[src/sv/tsbg_pkg.sv]
// Shared types and constants for the term signature bit generator.
`timescale 1ns / 1ps
package tsbg_pkg;
    localparam int MAX_BITS_DEF = 31;
    localparam logic [31:0] LCG_MUL = 32'd1103515245;
    localparam logic [31:0] LCG_ADD = 32'd12345;
    localparam logic [15:0] CW_SIZE_RESET = 16'd512;
    localparam logic [1:0] KIND_SEG = 2'd0;
    localparam logic [1:0] KIND_REC = 2'd1;
    localparam logic [1:0] KIND_SUM = 2'd2;
    localparam logic CFG_SEG = 1'b0;
    localparam logic CFG_REC = 1'b1;

    // Commands from the controller to the datapath.
    typedef struct packed {
        logic take_char;   // absorb an input character
        logic load_seed;   // latch key into generator word 0
        logic lcg_step;    // one linear step into the next word
        logic draw;        // one lagged generator draw
        logic save_clust;  // capture warm-up result
        logic remix;       // mix key with rotated parent seed
        logic div_start;   // start a modulo on the last draw
        logic div_rec;     // modulus is the record size
        logic clear_name;  // back to reset name state
    } tsbg_cmd_t;

    typedef struct packed {
        logic div_done;
        logic gather_done;
    } tsbg_sts_t;

    function automatic logic [31:0] rotl32(input logic [31:0] v, input logic [4:0] n);
        logic [63:0] w;
        w = {v, v} << n;
        return w[63:32];
    endfunction
endpackage

[src/sv/tsbg_datapath.sv]
// Datapath: key accumulator, lagged generator, modulo unit and gather.
`timescale 1ns / 1ps
module tsbg_datapath
    import tsbg_pkg::*;
(
    input  logic        clk,
    input  logic        rst_n,
    input  tsbg_cmd_t   cmd,
    output tsbg_sts_t   sts,
    input  logic [7:0]  key_char,
    input  logic [31:0] seed_in,
    input  logic [4:0]  node_number,
    input  logic [4:0]  arg_count,
    input  logic [30:0] choice_vector,
    input  logic [15:0] seg_size,
    input  logic [15:0] rec_size,
    output logic [15:0] bit_position,
    output logic [31:0] new_seed,
    output logic [30:0] cluster_hash,
    output logic [30:0] gathered_bits
);
    logic [31:0] key_hash_reg, key_hash_next;
    logic [31:0] dec_reg, dec_next;
    logic [4:0]  pos_reg, pos_next;
    logic        num_reg, num_next;
    logic        first_reg, first_next;
    logic        ended_reg, ended_next;
    logic [31:0] s_reg [4];
    logic [1:0]  f_reg, r_reg, lcg_idx_reg;
    logic [31:0] x_reg;
    logic [30:0] clust_reg;
    logic [31:0] prod_reg;
    // Fields of the item being absorbed; the last one of a name stays for the run.
    logic [31:0] seed_in_reg;
    logic [4:0]  node_reg, nargs_reg;
    logic [30:0] cv_reg;
    // modulo unit, restoring, one quotient bit a cycle
    logic [21:0] div_num_reg;
    logic [16:0] div_rem_reg;
    logic [15:0] div_den_reg;
    logic [4:0]  div_cnt_reg;
    logic        div_busy_reg;
    logic        div_zero_reg;
    // gather unit, one choice vector position a cycle from the top down
    logic [30:0] gat_cv_reg, gat_hash_reg, gat_bits_reg;
    logic [4:0]  gat_cnt_reg;
    logic        gat_busy_reg;
    logic        is_digit;
    logic [31:0] sum;
    logic [16:0] trial;

    assign is_digit = (key_char >= 8'd48) && (key_char <= 8'd57);
    assign sum = s_reg[f_reg] + s_reg[r_reg];
    assign trial = {div_rem_reg[15:0], div_num_reg[21]};

    always_comb
    begin
        logic [4:0] knt;
        logic       nm;
        key_hash_next = key_hash_reg;
        dec_next = dec_reg;
        pos_next = pos_reg;
        num_next = num_reg;
        first_next = first_reg;
        ended_next = ended_reg;
        knt = pos_reg + {pos_reg[1:0], 3'b000};
        nm = first_reg ? is_digit : num_reg;
        if (cmd.clear_name)
        begin
            key_hash_next = '0;
            dec_next = '0;
            pos_next = '0;
            num_next = 1'b0;
            first_next = 1'b1;
            ended_next = 1'b0;
        end
        else if (cmd.take_char && !ended_reg)
        begin
            num_next = nm;
            first_next = 1'b0;
            if (nm)
            begin
                if (is_digit)
                    dec_next = {dec_reg[28:0], 3'b000} + {dec_reg[30:0], 1'b0}
                               + {28'd0, key_char[3:0]};
                else
                    ended_next = 1'b1;
            end
            else if (key_char == 8'd0)
                ended_next = 1'b1;
            else
            begin
                key_hash_next = key_hash_reg ^ rotl32({24'd0, key_char}, knt);
                pos_next = pos_reg + 5'd1;
            end
        end
    end

    always_ff @(posedge clk or negedge rst_n)
    begin
        if (!rst_n)
        begin
            key_hash_reg <= '0;
            dec_reg <= '0;
            pos_reg <= '0;
            num_reg <= 1'b0;
            first_reg <= 1'b1;
            ended_reg <= 1'b0;
            div_busy_reg <= 1'b0;
            gat_busy_reg <= 1'b0;
        end
        else
        begin
            key_hash_reg <= key_hash_next;
            dec_reg <= dec_next;
            pos_reg <= pos_next;
            num_reg <= num_next;
            first_reg <= first_next;
            ended_reg <= ended_next;
            if (cmd.div_start)
                div_busy_reg <= 1'b1;
            else if (div_busy_reg && div_cnt_reg == 5'd21)
                div_busy_reg <= 1'b0;
            if (cmd.save_clust)
                gat_busy_reg <= 1'b1;
            else if (gat_busy_reg && gat_cnt_reg == 5'd0)
                gat_busy_reg <= 1'b0;
        end
    end

    // Generator words; the linear step uses a registered product.
    always_ff @(posedge clk)
    begin
        if (cmd.take_char)
        begin
            seed_in_reg <= seed_in;
            node_reg <= node_number;
            nargs_reg <= arg_count;
            cv_reg <= choice_vector;
        end
        if (cmd.load_seed)
        begin
            s_reg[0] <= {1'b0, num_reg ? dec_reg[30:0] : key_hash_reg[30:0]};
            f_reg <= 2'd3;
            r_reg <= 2'd0;
            lcg_idx_reg <= 2'd0;
            prod_reg <= {1'b0, num_reg ? dec_reg[30:0] : key_hash_reg[30:0]} * LCG_MUL;
        end
        else if (cmd.lcg_step)
        begin
            s_reg[lcg_idx_reg + 2'd1] <= prod_reg + LCG_ADD;
            prod_reg <= (prod_reg + LCG_ADD) * LCG_MUL;
            lcg_idx_reg <= lcg_idx_reg + 2'd1;
        end
        else if (cmd.draw)
        begin
            s_reg[f_reg] <= sum;
            x_reg <= {1'b0, sum[31:1]};
            f_reg <= f_reg + 2'd1;
            r_reg <= (f_reg == 2'd3) ? r_reg + 2'd1 : r_reg + 2'd1;
        end
        else if (cmd.remix)
        begin
            s_reg[0] <= rotl32(x_reg, node_reg) ^ rotl32(seed_in_reg, nargs_reg + 5'd1);
            x_reg <= rotl32(x_reg, node_reg) ^ rotl32(seed_in_reg, nargs_reg + 5'd1);
            f_reg <= 2'd3;
            r_reg <= 2'd0;
        end
        // Highest set positions of the choice vector take the highest hash bits.
        if (cmd.save_clust)
        begin
            clust_reg <= x_reg[30:0];
            gat_cv_reg <= cv_reg;
            gat_hash_reg <= x_reg[30:0];
            gat_bits_reg <= '0;
            gat_cnt_reg <= 5'd30;
        end
        else if (gat_busy_reg)
        begin
            gat_bits_reg <= {gat_bits_reg[29:0], gat_cv_reg[30] & gat_hash_reg[30]};
            gat_cv_reg <= {gat_cv_reg[29:0], 1'b0};
            if (gat_cv_reg[30])
                gat_hash_reg <= {gat_hash_reg[29:0], 1'b0};
            gat_cnt_reg <= gat_cnt_reg - 5'd1;
        end
        if (cmd.div_start)
        begin
            div_num_reg <= x_reg[31:10];
            div_den_reg <= cmd.div_rec ? rec_size : seg_size;
            div_zero_reg <= (cmd.div_rec ? rec_size : seg_size) == 16'd0;
            div_rem_reg <= '0;
            div_cnt_reg <= '0;
        end
        else if (div_busy_reg)
        begin
            div_num_reg <= {div_num_reg[20:0], 1'b0};
            div_cnt_reg <= div_cnt_reg + 5'd1;
            if (trial >= {1'b0, div_den_reg})
                div_rem_reg <= trial - {1'b0, div_den_reg};
            else
                div_rem_reg <= trial;
        end
    end

    assign sts.div_done = !div_busy_reg;
    assign sts.gather_done = !gat_busy_reg;
    assign bit_position = div_zero_reg ? 16'd0 : div_rem_reg[15:0];
    assign new_seed = x_reg;
    assign cluster_hash = clust_reg;
    assign gathered_bits = gat_bits_reg;
endmodule

[src/sv/tsbg_ctrl.sv]
// Controller: sequences warm-up, draws, modulo runs and result items.
`timescale 1ns / 1ps
module tsbg_ctrl
    import tsbg_pkg::*;
#(
    parameter int MAX_BITS = MAX_BITS_DEF
)
(
    input  logic       clk,
    input  logic       rst_n,
    input  logic       in_valid,
    output logic       in_ready,
    input  logic       in_last,
    input  logic [4:0] seg_bit_count,
    input  logic [4:0] rec_bit_count,
    output logic       out_valid,
    input  logic       out_ready,
    output logic [1:0] out_kind,
    output tsbg_cmd_t  cmd,
    input  tsbg_sts_t  sts
);
    typedef enum logic [7:0] {
        S_IDLE  = 8'b00000001,
        S_LCG   = 8'b00000010,
        S_WARM  = 8'b00000100,
        S_REMIX = 8'b00001000,
        S_DRAW  = 8'b00010000,
        S_DIV   = 8'b00100000,
        S_OUT   = 8'b01000000,
        S_SUM   = 8'b10000000
    } state_t;

    state_t     state_reg, state_next;
    logic [4:0] cnt_reg, cnt_next;
    logic [4:0] nseg_reg, nseg_next, nrec_reg, nrec_next;
    logic       rec_reg, rec_next;

    localparam logic [4:0] MAXB = 5'(MAX_BITS);

    always_comb
    begin
        state_next = state_reg;
        cnt_next = cnt_reg;
        nseg_next = nseg_reg;
        nrec_next = nrec_reg;
        rec_next = rec_reg;
        cmd = '0;
        cmd.div_rec = rec_reg;
        in_ready = 1'b0;
        out_valid = 1'b0;
        out_kind = rec_reg ? KIND_REC : KIND_SEG;
        unique case (state_reg)
            S_IDLE:
            begin
                in_ready = 1'b1;
                if (in_valid)
                begin
                    cmd.take_char = 1'b1;
                    if (in_last)
                    begin
                        state_next = S_LCG;
                        cnt_next = '0;
                        nseg_next = (seg_bit_count > MAXB) ? MAXB : seg_bit_count;
                        nrec_next = (rec_bit_count > MAXB) ? MAXB : rec_bit_count;
                    end
                end
            end
            S_LCG:
            begin
                if (cnt_reg == 5'd0)
                    cmd.load_seed = 1'b1;
                else
                    cmd.lcg_step = 1'b1;
                cnt_next = cnt_reg + 5'd1;
                if (cnt_reg == 5'd3)
                begin
                    state_next = S_WARM;
                    cnt_next = '0;
                end
            end
            S_WARM:
            begin
                cmd.draw = 1'b1;
                cnt_next = cnt_reg + 5'd1;
                if (cnt_reg == 5'd3)
                    state_next = S_REMIX;
            end
            S_REMIX:
            begin
                cmd.save_clust = 1'b1;
                cmd.remix = 1'b1;
                rec_next = 1'b0;
                cnt_next = '0;
                state_next = (nseg_reg != 0) ? S_DRAW : (nrec_reg != 0) ? S_DRAW : S_SUM;
                if (nseg_reg == 0)
                    rec_next = 1'b1;
            end
            S_DRAW:
            begin
                cmd.draw = 1'b1;
                state_next = S_DIV;
            end
            S_DIV:
            begin
                if (cnt_reg[4] == 1'b0 && !cnt_reg[0] && sts.div_done && cnt_reg == 5'd0)
                begin
                    cmd.div_start = 1'b1;
                    cnt_next = 5'd2;
                end
                else if (sts.div_done && cnt_reg == 5'd2)
                    state_next = S_OUT;
            end
            S_OUT:
            begin
                out_valid = 1'b1;
                if (out_ready)
                begin
                    cnt_next = '0;
                    if (!rec_reg)
                    begin
                        nseg_next = nseg_reg - 5'd1;
                        if (nseg_reg == 5'd1)
                        begin
                            rec_next = 1'b1;
                            state_next = (nrec_reg != 0) ? S_DRAW : S_SUM;
                        end
                        else
                            state_next = S_DRAW;
                    end
                    else
                    begin
                        nrec_next = nrec_reg - 5'd1;
                        state_next = (nrec_reg == 5'd1) ? S_SUM : S_DRAW;
                    end
                end
            end
            S_SUM:
            begin
                // The summary waits until the choice vector gather has finished.
                out_valid = sts.gather_done;
                out_kind = KIND_SUM;
                if (sts.gather_done && out_ready)
                begin
                    cmd.clear_name = 1'b1;
                    state_next = S_IDLE;
                end
            end
            default: state_next = S_IDLE;
        endcase
    end

    always_ff @(posedge clk or negedge rst_n)
    begin
        if (!rst_n)
        begin
            state_reg <= S_IDLE;
            cnt_reg <= '0;
            nseg_reg <= '0;
            nrec_reg <= '0;
            rec_reg <= 1'b0;
        end
        else
        begin
            state_reg <= state_next;
            cnt_reg <= cnt_next;
            nseg_reg <= nseg_next;
            nrec_reg <= nrec_next;
            rec_reg <= rec_next;
        end
    end
endmodule

[src/sv/term_signature_bit_generator.sv]
// Top level of the term signature bit generator.
//  channel | direction | contents
//  s_axis  | in        | tdata: key_char, seed_in, node_number, arg_count, counts, choice_vector
//  m_axis  | out       | tdata: bit_position, new_seed, cluster_hash, gathered_bits
//  cfg     | in        | cfg_wr, cfg_index, cfg_data
// A plain character is absorbed and the block stays ready for the next. A last
// character starts seeding and warm-up, then the position results, each paced
// by the one-bit-a-cycle modulo unit, then the summary item, which also
// waits for the serial gather of the choice vector.
// Reset clears the name state and sets both codeword sizes to 512.
// Output stalls hold the sequencer; no input is taken while a run is active.
`timescale 1ns / 1ps
module term_signature_bit_generator
    import tsbg_pkg::*;
#(
    parameter int MAX_BITS = MAX_BITS_DEF
)
(
    input  logic         clk,
    input  logic         rst_n,
    input  logic         s_axis_tvalid,
    output logic         s_axis_tready,
    // key_char[7:0], seed_in[39:8], node_number[44:40], arg_count[60:56],
    // seg_bit_count[65:61], rec_bit_count[70:66], choice_vector[101:71]
    input  logic [103:0] s_axis_tdata,
    input  logic         s_axis_tlast,
    output logic         m_axis_tvalid,
    input  logic         m_axis_tready,
    // bit_position[15:0], new_seed[47:16], cluster_hash[78:48], gathered_bits[109:79]
    output logic [111:0] m_axis_tdata,
    // kind[1:0]
    output logic [1:0]   m_axis_tuser,
    output logic         m_axis_tlast,
    input  logic         cfg_wr,
    input  logic         cfg_index,
    input  logic [15:0]  cfg_data
);
    tsbg_cmd_t   cmd;
    tsbg_sts_t   sts;
    logic [15:0] seg_size_reg, rec_size_reg;
    logic [15:0] bpos;
    logic [31:0] nseed;
    logic [30:0] chash, cbits;
    logic [1:0]  kind;

    always_ff @(posedge clk or negedge rst_n)
    begin
        if (!rst_n)
        begin
            seg_size_reg <= CW_SIZE_RESET;
            rec_size_reg <= CW_SIZE_RESET;
        end
        else if (cfg_wr)
        begin
            unique case (cfg_index)
                CFG_SEG: seg_size_reg <= cfg_data;
                CFG_REC: rec_size_reg <= cfg_data;
            endcase
        end
    end

    tsbg_ctrl #(.MAX_BITS(MAX_BITS)) u_ctrl (
        .clk(clk), .rst_n(rst_n),
        .in_valid(s_axis_tvalid), .in_ready(s_axis_tready), .in_last(s_axis_tlast),
        .seg_bit_count(s_axis_tdata[65:61]), .rec_bit_count(s_axis_tdata[70:66]),
        .out_valid(m_axis_tvalid), .out_ready(m_axis_tready), .out_kind(kind),
        .cmd(cmd), .sts(sts)
    );

    tsbg_datapath u_dp (
        .clk(clk), .rst_n(rst_n), .cmd(cmd), .sts(sts),
        .key_char(s_axis_tdata[7:0]), .seed_in(s_axis_tdata[39:8]),
        .node_number(s_axis_tdata[44:40]), .arg_count(s_axis_tdata[60:56]),
        .choice_vector(s_axis_tdata[101:71]),
        .seg_size(seg_size_reg), .rec_size(rec_size_reg),
        .bit_position(bpos), .new_seed(nseed), .cluster_hash(chash), .gathered_bits(cbits)
    );

    // The summary item carries only seed, hash and choice bits.
    always_comb
    begin
        m_axis_tuser = kind;
        m_axis_tlast = (kind == KIND_SUM);
        if (kind == KIND_SUM)
            m_axis_tdata = {2'b00, cbits, chash, nseed, 16'd0};
        else
            m_axis_tdata = {96'd0, bpos};
    end

    a_no_overlap: assert property (@(posedge clk) disable iff (!rst_n)
        !(s_axis_tready && m_axis_tvalid))
        else $error("input taken while a result is pending");
    a_last_is_sum: assert property (@(posedge clk) disable iff (!rst_n)
        m_axis_tvalid && m_axis_tlast |-> m_axis_tdata[15:0] == 16'd0)
        else $error("summary item carries a position");
    a_hold: assert property (@(posedge clk) disable iff (!rst_n)
        m_axis_tvalid && !m_axis_tready |=> m_axis_tvalid && $stable(m_axis_tuser))
        else $error("result dropped under stall");
endmodule
[config.mk]
export PLATFORM = sky130hd
export DESIGN_NAME = term_signature_bit_generator
export DESIGN_NICKNAME = d
export VERILOG_FILES = /design/src/sv/tsbg_pkg.sv /design/src/sv/tsbg_datapath.sv /design/src/sv/tsbg_ctrl.sv /design/src/sv/term_signature_bit_generator.sv
export SDC_FILE = /design/constraint.sdc
export NUM_CORES = 2
export LEC_CHECK = 0
export BUFFER_PORTS_ARGS = -buffer_cell sky130_fd_sc_hd__buf_2
export CAP_MARGIN = 20
export CORE_ASPECT_RATIO = 1.1
export CORE_MARGIN = 2
export CORE_UTILIZATION = 64
export DETAILED_ROUTE_END_ITERATION = 6
export GPL_ROUTABILITY_DRIVEN = 0
export PLACE_DENSITY = 0.88
export SYNTH_ARGS = -nofsm -noshare
export SYNTH_HDL_FRONTEND = slang
export SYNTH_HIERARCHICAL = 1
export SYNTH_SLANG_ARGS = --single-unit
[constraint.sdc]
create_clock -name clk -period 9.25 [get_ports clk]
set_input_delay 1.85 -clock clk [delete_from_list [all_inputs] [get_ports clk]]
set_output_delay 1.85 -clock clk [all_outputs]
set_load 0.05 [all_outputs]
# After elaboration in Yosys (flattened, before gate mapping)
# Memory sizes are Yosys's and may differ from the RTL's. A register that Yosys moved wholly into a read port is not among the register bits.
# Index checks and enable logic that the tools add are counted.
# word_totals
romBits	0
word_cells	271
n_memories	1
register_bits	461
mem_bits_rw	128
in_bits	127
latch_bits	0
out_inout_bits	117
# memory_table
name	depth	width	rd	rd_clocked_by_memory_dff	wr	line_no	source
u_dp.s_reg	4	32	2	2	1	tsbg_datapath.sv:28	logic [31:0] s_reg [4];
# classes
n_mul	2
n_addsub	16
n_eq_ne	28
shift	3
muxes	123
div_mod_pow	0
n_bitwise	8
reduce_logical	50
magnitude_cmp	5
# ops
cell	count
2-to-1 mux 31 bit	11
2-to-1 mux 32 bit	10
<< shifter 64 x 5 -> 64 bit	2
2-to-1 mux 110 bit	1
2-to-1 mux 8 bit	13
2-to-1 mux 5 bit	19
case mux 8 bit (8 select lines)	1
OR reduction 32 bit	2
<< shifter 40 x 5 -> 64 bit	1
bitwise XOR 32 bit	2
2-to-1 mux 16 bit	3
2-to-1 mux 1 bit	45
2-to-1 mux 22 bit	2
adder 32 x 14 -> 32 bit (second input constant)	1
adder 32 bit	1
multiplier 31 x 31 -> 32 bit (second input constant)	1
multiplier 32 x 31 -> 32 bit (second input constant)	1
adder 31 bit	1
adder 31 x 4 -> 31 bit	1
case mux 5 bit (6 select lines)	1
2-to-1 mux 2 bit	13
nonzero test 2 bit	12
adder 5 x 1 -> 5 bit (second input constant)	4
case mux 5 bit (2 select lines)	2
40 further kinds	85

# Depth between registers and ports, before layout
# logic_depth
word_depth	10
ltp_mapped	30

# By module
# The synthesis kept the hierarchy.
# modules_own_cells
mod	cells_each	area_per_inst_um2	n_inst
tsbg_datapath	4290	48099.9	1
term_signature_bit_generator	195	2020.7	1
tsbg_ctrl	205	1741.7	1

# Worst setup path after synthesis
# Ideal clock, no wire load.
# synth_path
path_kind	register to register
from	reg u_dp.prod_reg[0]
to	reg u_dp.prod_reg[31] (data pin)
path_slack_ns	1.637
setup_ns	0.275
n_path_buf	0
required_ns	8.975
t_arrival_ns	7.338
path_stages_with_launch	28
path_cell_list	edfxtp_1 ha_1 a2111oi_4 o31ai_1 and3_1 and3_1 xor2_1 ha_1 ha_1 inv_1 fa_1 fa_1 inv_1 fa_1 fa_1 fa_1 inv_1 fa_1 inv_1 ha_1 a21o_1 a21o_1 a21oi_1 a21oi_1 a2111oi_0 o21bai_1 xnor2_1 mux2i_1
# synth_between
elab_chain_cells	4
# synth_rtl
item	line_no	source
start, declared	tsbg_datapath.sv:32	logic [31:0] prod_reg;
start signal, assigned	tsbg_datapath.sv:147	prod_reg <= {1'b0, num_reg ? dec_reg[30:0] : key_hash_reg[30:0]} * LCG_MUL;
start signal, assigned	tsbg_datapath.sv:152	prod_reg <= (prod_reg + LCG_ADD) * LCG_MUL;
adder 32 x 14 -> 32 bit	tsbg_datapath.sv:152	
multiplier 32 x 31 -> 32 bit	tsbg_datapath.sv:152	
2-to-1 mux 32 bit	tsbg_datapath.sv:149	else if (cmd.lcg_step)
2-to-1 mux 32 bit	tsbg_datapath.sv:141	if (cmd.load_seed)
# Every way passes these cells. The select of a mux whose other input is x is not followed.
# A chain may end at the register's enable or synchronous reset.

# Worst setup path after layout
# layout_path
from	reg u_dp.prod_reg[0]
to	reg u_dp.prod_reg[30] (data pin)
# Same word-level chain as after synthesis.

==> run_results.csv <==
group,metric,value,unit
clock_tree,cts-root-buf,"clkbuf_16",
finish,largest_reg_flops,128,
clock_tree,clock_sinks,592,
drt,ant_nets,0,
synthesis,ys_seq_area_frac,0.318,
grt,grtUsageTotal,0.335,
synthesis,synth-edff-count,397,
synthesis,yosysTopAreaCellShare,0.230,
clock_tree,htreeDepth,2,
sta,max-slew-margin-rel,0.252,
floorplan,pin_count,244,
critical_path,worst-setup-path-type,"reg -> reg",
critical_path,cp_data_required_time,9640,ps
job,drv_cap,0,
synthesis,synth_cell_types,105,
synthesis,syn_avg_cell_area,11.1,um^2
sta,maxSlewViolCount,0,
critical_path,r2r-start,"u_dp/prod_reg[0]",
floorplan,fp.dieArea,83300,um^2
finish,drive_gt1_frac,0.162,
hold_path,whs_path_depth,2,
sta,fin_crit_sh,0.950,
drt,drt_iter0_drc,4003,
grt,grt_start_max_net_pins,108,
synthesis,synthCells,4690,
grt,antenna_found_initial,9,
critical_path,r2r_slack,460,ps
clock_tree,clk_latency,690,ps
clock_tree,cts_resized,0,
synthesis,synth_area_leaders,"edfxtp_1, fa_1, ha_1",
synthesis,yosysTopAreaCell,"edfxtp_1",
critical_path,arrival,9180,ps
synthesis,ys_ff_latch,592,
sta,fin_tns_setup,0,ps
drt,post-route-drc-count,38,
drt,num_vias,38072,
synthesis,ys_async_sr_fraction,0.216,
critical_path,critPathSlowestCell,"xor2_1",
drt,totalWireLength,140,mm
status,status,"finished with violations",
place,dpl.hpwl,105,mm
finish,finish.net_count,5826,
floorplan,core_area,80300,um^2
clock_tree,cts_tree,"yes",
place,port_buffers,228,
drt,viasPerCell,6.38,
critical_path,r2r_cells,29,
synthesis,ys_top_cells_by_count,"inv_1, ha_1, edfxtp_1, fa_1, nor2_1",
sta,fmax,0.114,GHz
floorplan,die_w,275,um
hold_path,hold_end,"u_dp/div_rem_reg[15]",
sta,final-hold-violation-count,0,
sta,fin_skew,67.0,ps
drt,wl_met1,49.5,mm
clock_tree,cts_hold_buf,0,
sta,rsz0062_at_grt,"false",
place,placedInstanceArea,54100,um^2
grt,grt_pass1_wl,215,mm
drt,dr.pass1.iters,7,
grt,overflow,0,
critical_path,critPathMaxFanout,6,
drt,highest_layer,"met5",
sta,setup-violations-final,0,
synthesis,yosysMostFrequentCell,"inv_1",
critical_path,cp-start-kind,"flop",
finish,final_design_area_no_fill,56300,um^2
critical_path,slowest_delay,620,ps
hold_path,hold_start,"u_dp/div_rem_reg[15]",
critical_path,critPathCaptureType,"flop",
sta,timing.hold.ws,481,ps
grt,first_global_vias,38875,
sta,finalCriticalPeriod,8790,ps
clock_tree,clockBufferDepth,3,
drt,wl_met3,14.2,mm
synthesis,ys_warn_count,6,
sta,worst_slew_pin_slew,1120,ps
floorplan,rows,109,
finish,area_growth,8.47,%
floorplan,initial_core_util,0.646,
hold_path,min_path_type,"reg -> reg",
synthesis,synth_ff_type,"edfxtp_1",
critical_path,r2r-end,"u_dp/prod_reg[30]",
finish,final_util,0.700,
clock_tree,cts_inserted_buffers,61,
drt,wl_per_cell,23.5,um
status,violations,"DRC",
clock_tree,clkTransAtPathRegs,60,ps
synthesis,synth_area,51900,um^2
drt,dr_wl_met2,66.3,mm
clock_tree,cts_setup_buffers,0,
floorplan,die-height,303,um
## critical path: cells and delay by family, from the launching register on
family	cells	cell delay [ps]
mux	1	100
flops	1	490
compound gates	8	2010
simple gates	2	350
fa+ha+maj	9	4100
xor+xnor	3	1040
buf+inv	6	450
## logic make-up after synthesis
family | count (synthesis) | synth area share
buf+inv | 885 | 0.0660
simple gates | 859 | 0.0810
mux | 561 | 0.145
other cells | 1 | 0.0000723
flops | 592 | 0.318
xor+xnor | 278 | 0.0476
compound gates | 671 | 0.0841
fa+ha+maj | 843 | 0.259
## layer usage
layer | global-route usage | vias up
met1 | 0.399 | 18498
met4 | 0.211 | 6
li1 | - | 16582
met3 | 0.0769 | 640
met5 | 0 | -
met2 | 0.552 | 2346
## metrics by stage
step / cells / worst slack, ps
final: 5967 / 461
after global routing: 5964 / 265
after CTS: 5956 / 630
after detailed placement: 5842 / 645
after global placement: 5841 / 862
after floorplan: 4691 / 1640
## worst max-delay path by stage
| stage | endpoint | start | cells past startpoint |
|---|---|---|---|
| floorplan | u_dp/prod_reg[31] | u_dp/prod_reg[0] | 27 |
| global placement | u_dp/prod_reg[30] | u_dp/prod_reg[0] | 29 |
| detailed placement | u_dp/prod_reg[30] | u_dp/prod_reg[0] | 29 |
| CTS | u_dp/prod_reg[30] | u_dp/prod_reg[0] | 29 |
| global route | u_dp/prod_reg[30] | u_dp/prod_reg[0] | 29 |
| finish | u_dp/prod_reg[30] | u_dp/prod_reg[0] | 29 |
## layout by cell type (no fill, tap or decap), drive strengths merged, types with 30 or more instances in the layout
cell      n
xor2    105
clkbuf   73
nor3     37
xnor2   172
nor2b    54
a21oi   225
inv     703
a31oi    30
dfrtp   124
fa      382
buf     287
o21ai   130
mux4    128
a21o     47
mux2i   228
nand2   212
edfxtp  397
and2    112
a211oi   38
nand3    42
dfxtp    67
ha      461
nor2    254
mux2    205
## layout make-up
type | instances | area, um^2
clock buffers | 73 | 1600
clock inverters | 41 | 460
flip-flops and latches | 592 | 16500
repair buffers | 287 | 1660
inverters | 700 | 2630
diodes | 6 | 15.0
multi-input cells | 3214 | 32100
well taps | 1054 | 1320
fillers | 5146 | 24100
Power is not shown: default switching activity piles up to over one toggle a cycle in this logic, so the estimate is an artifact.
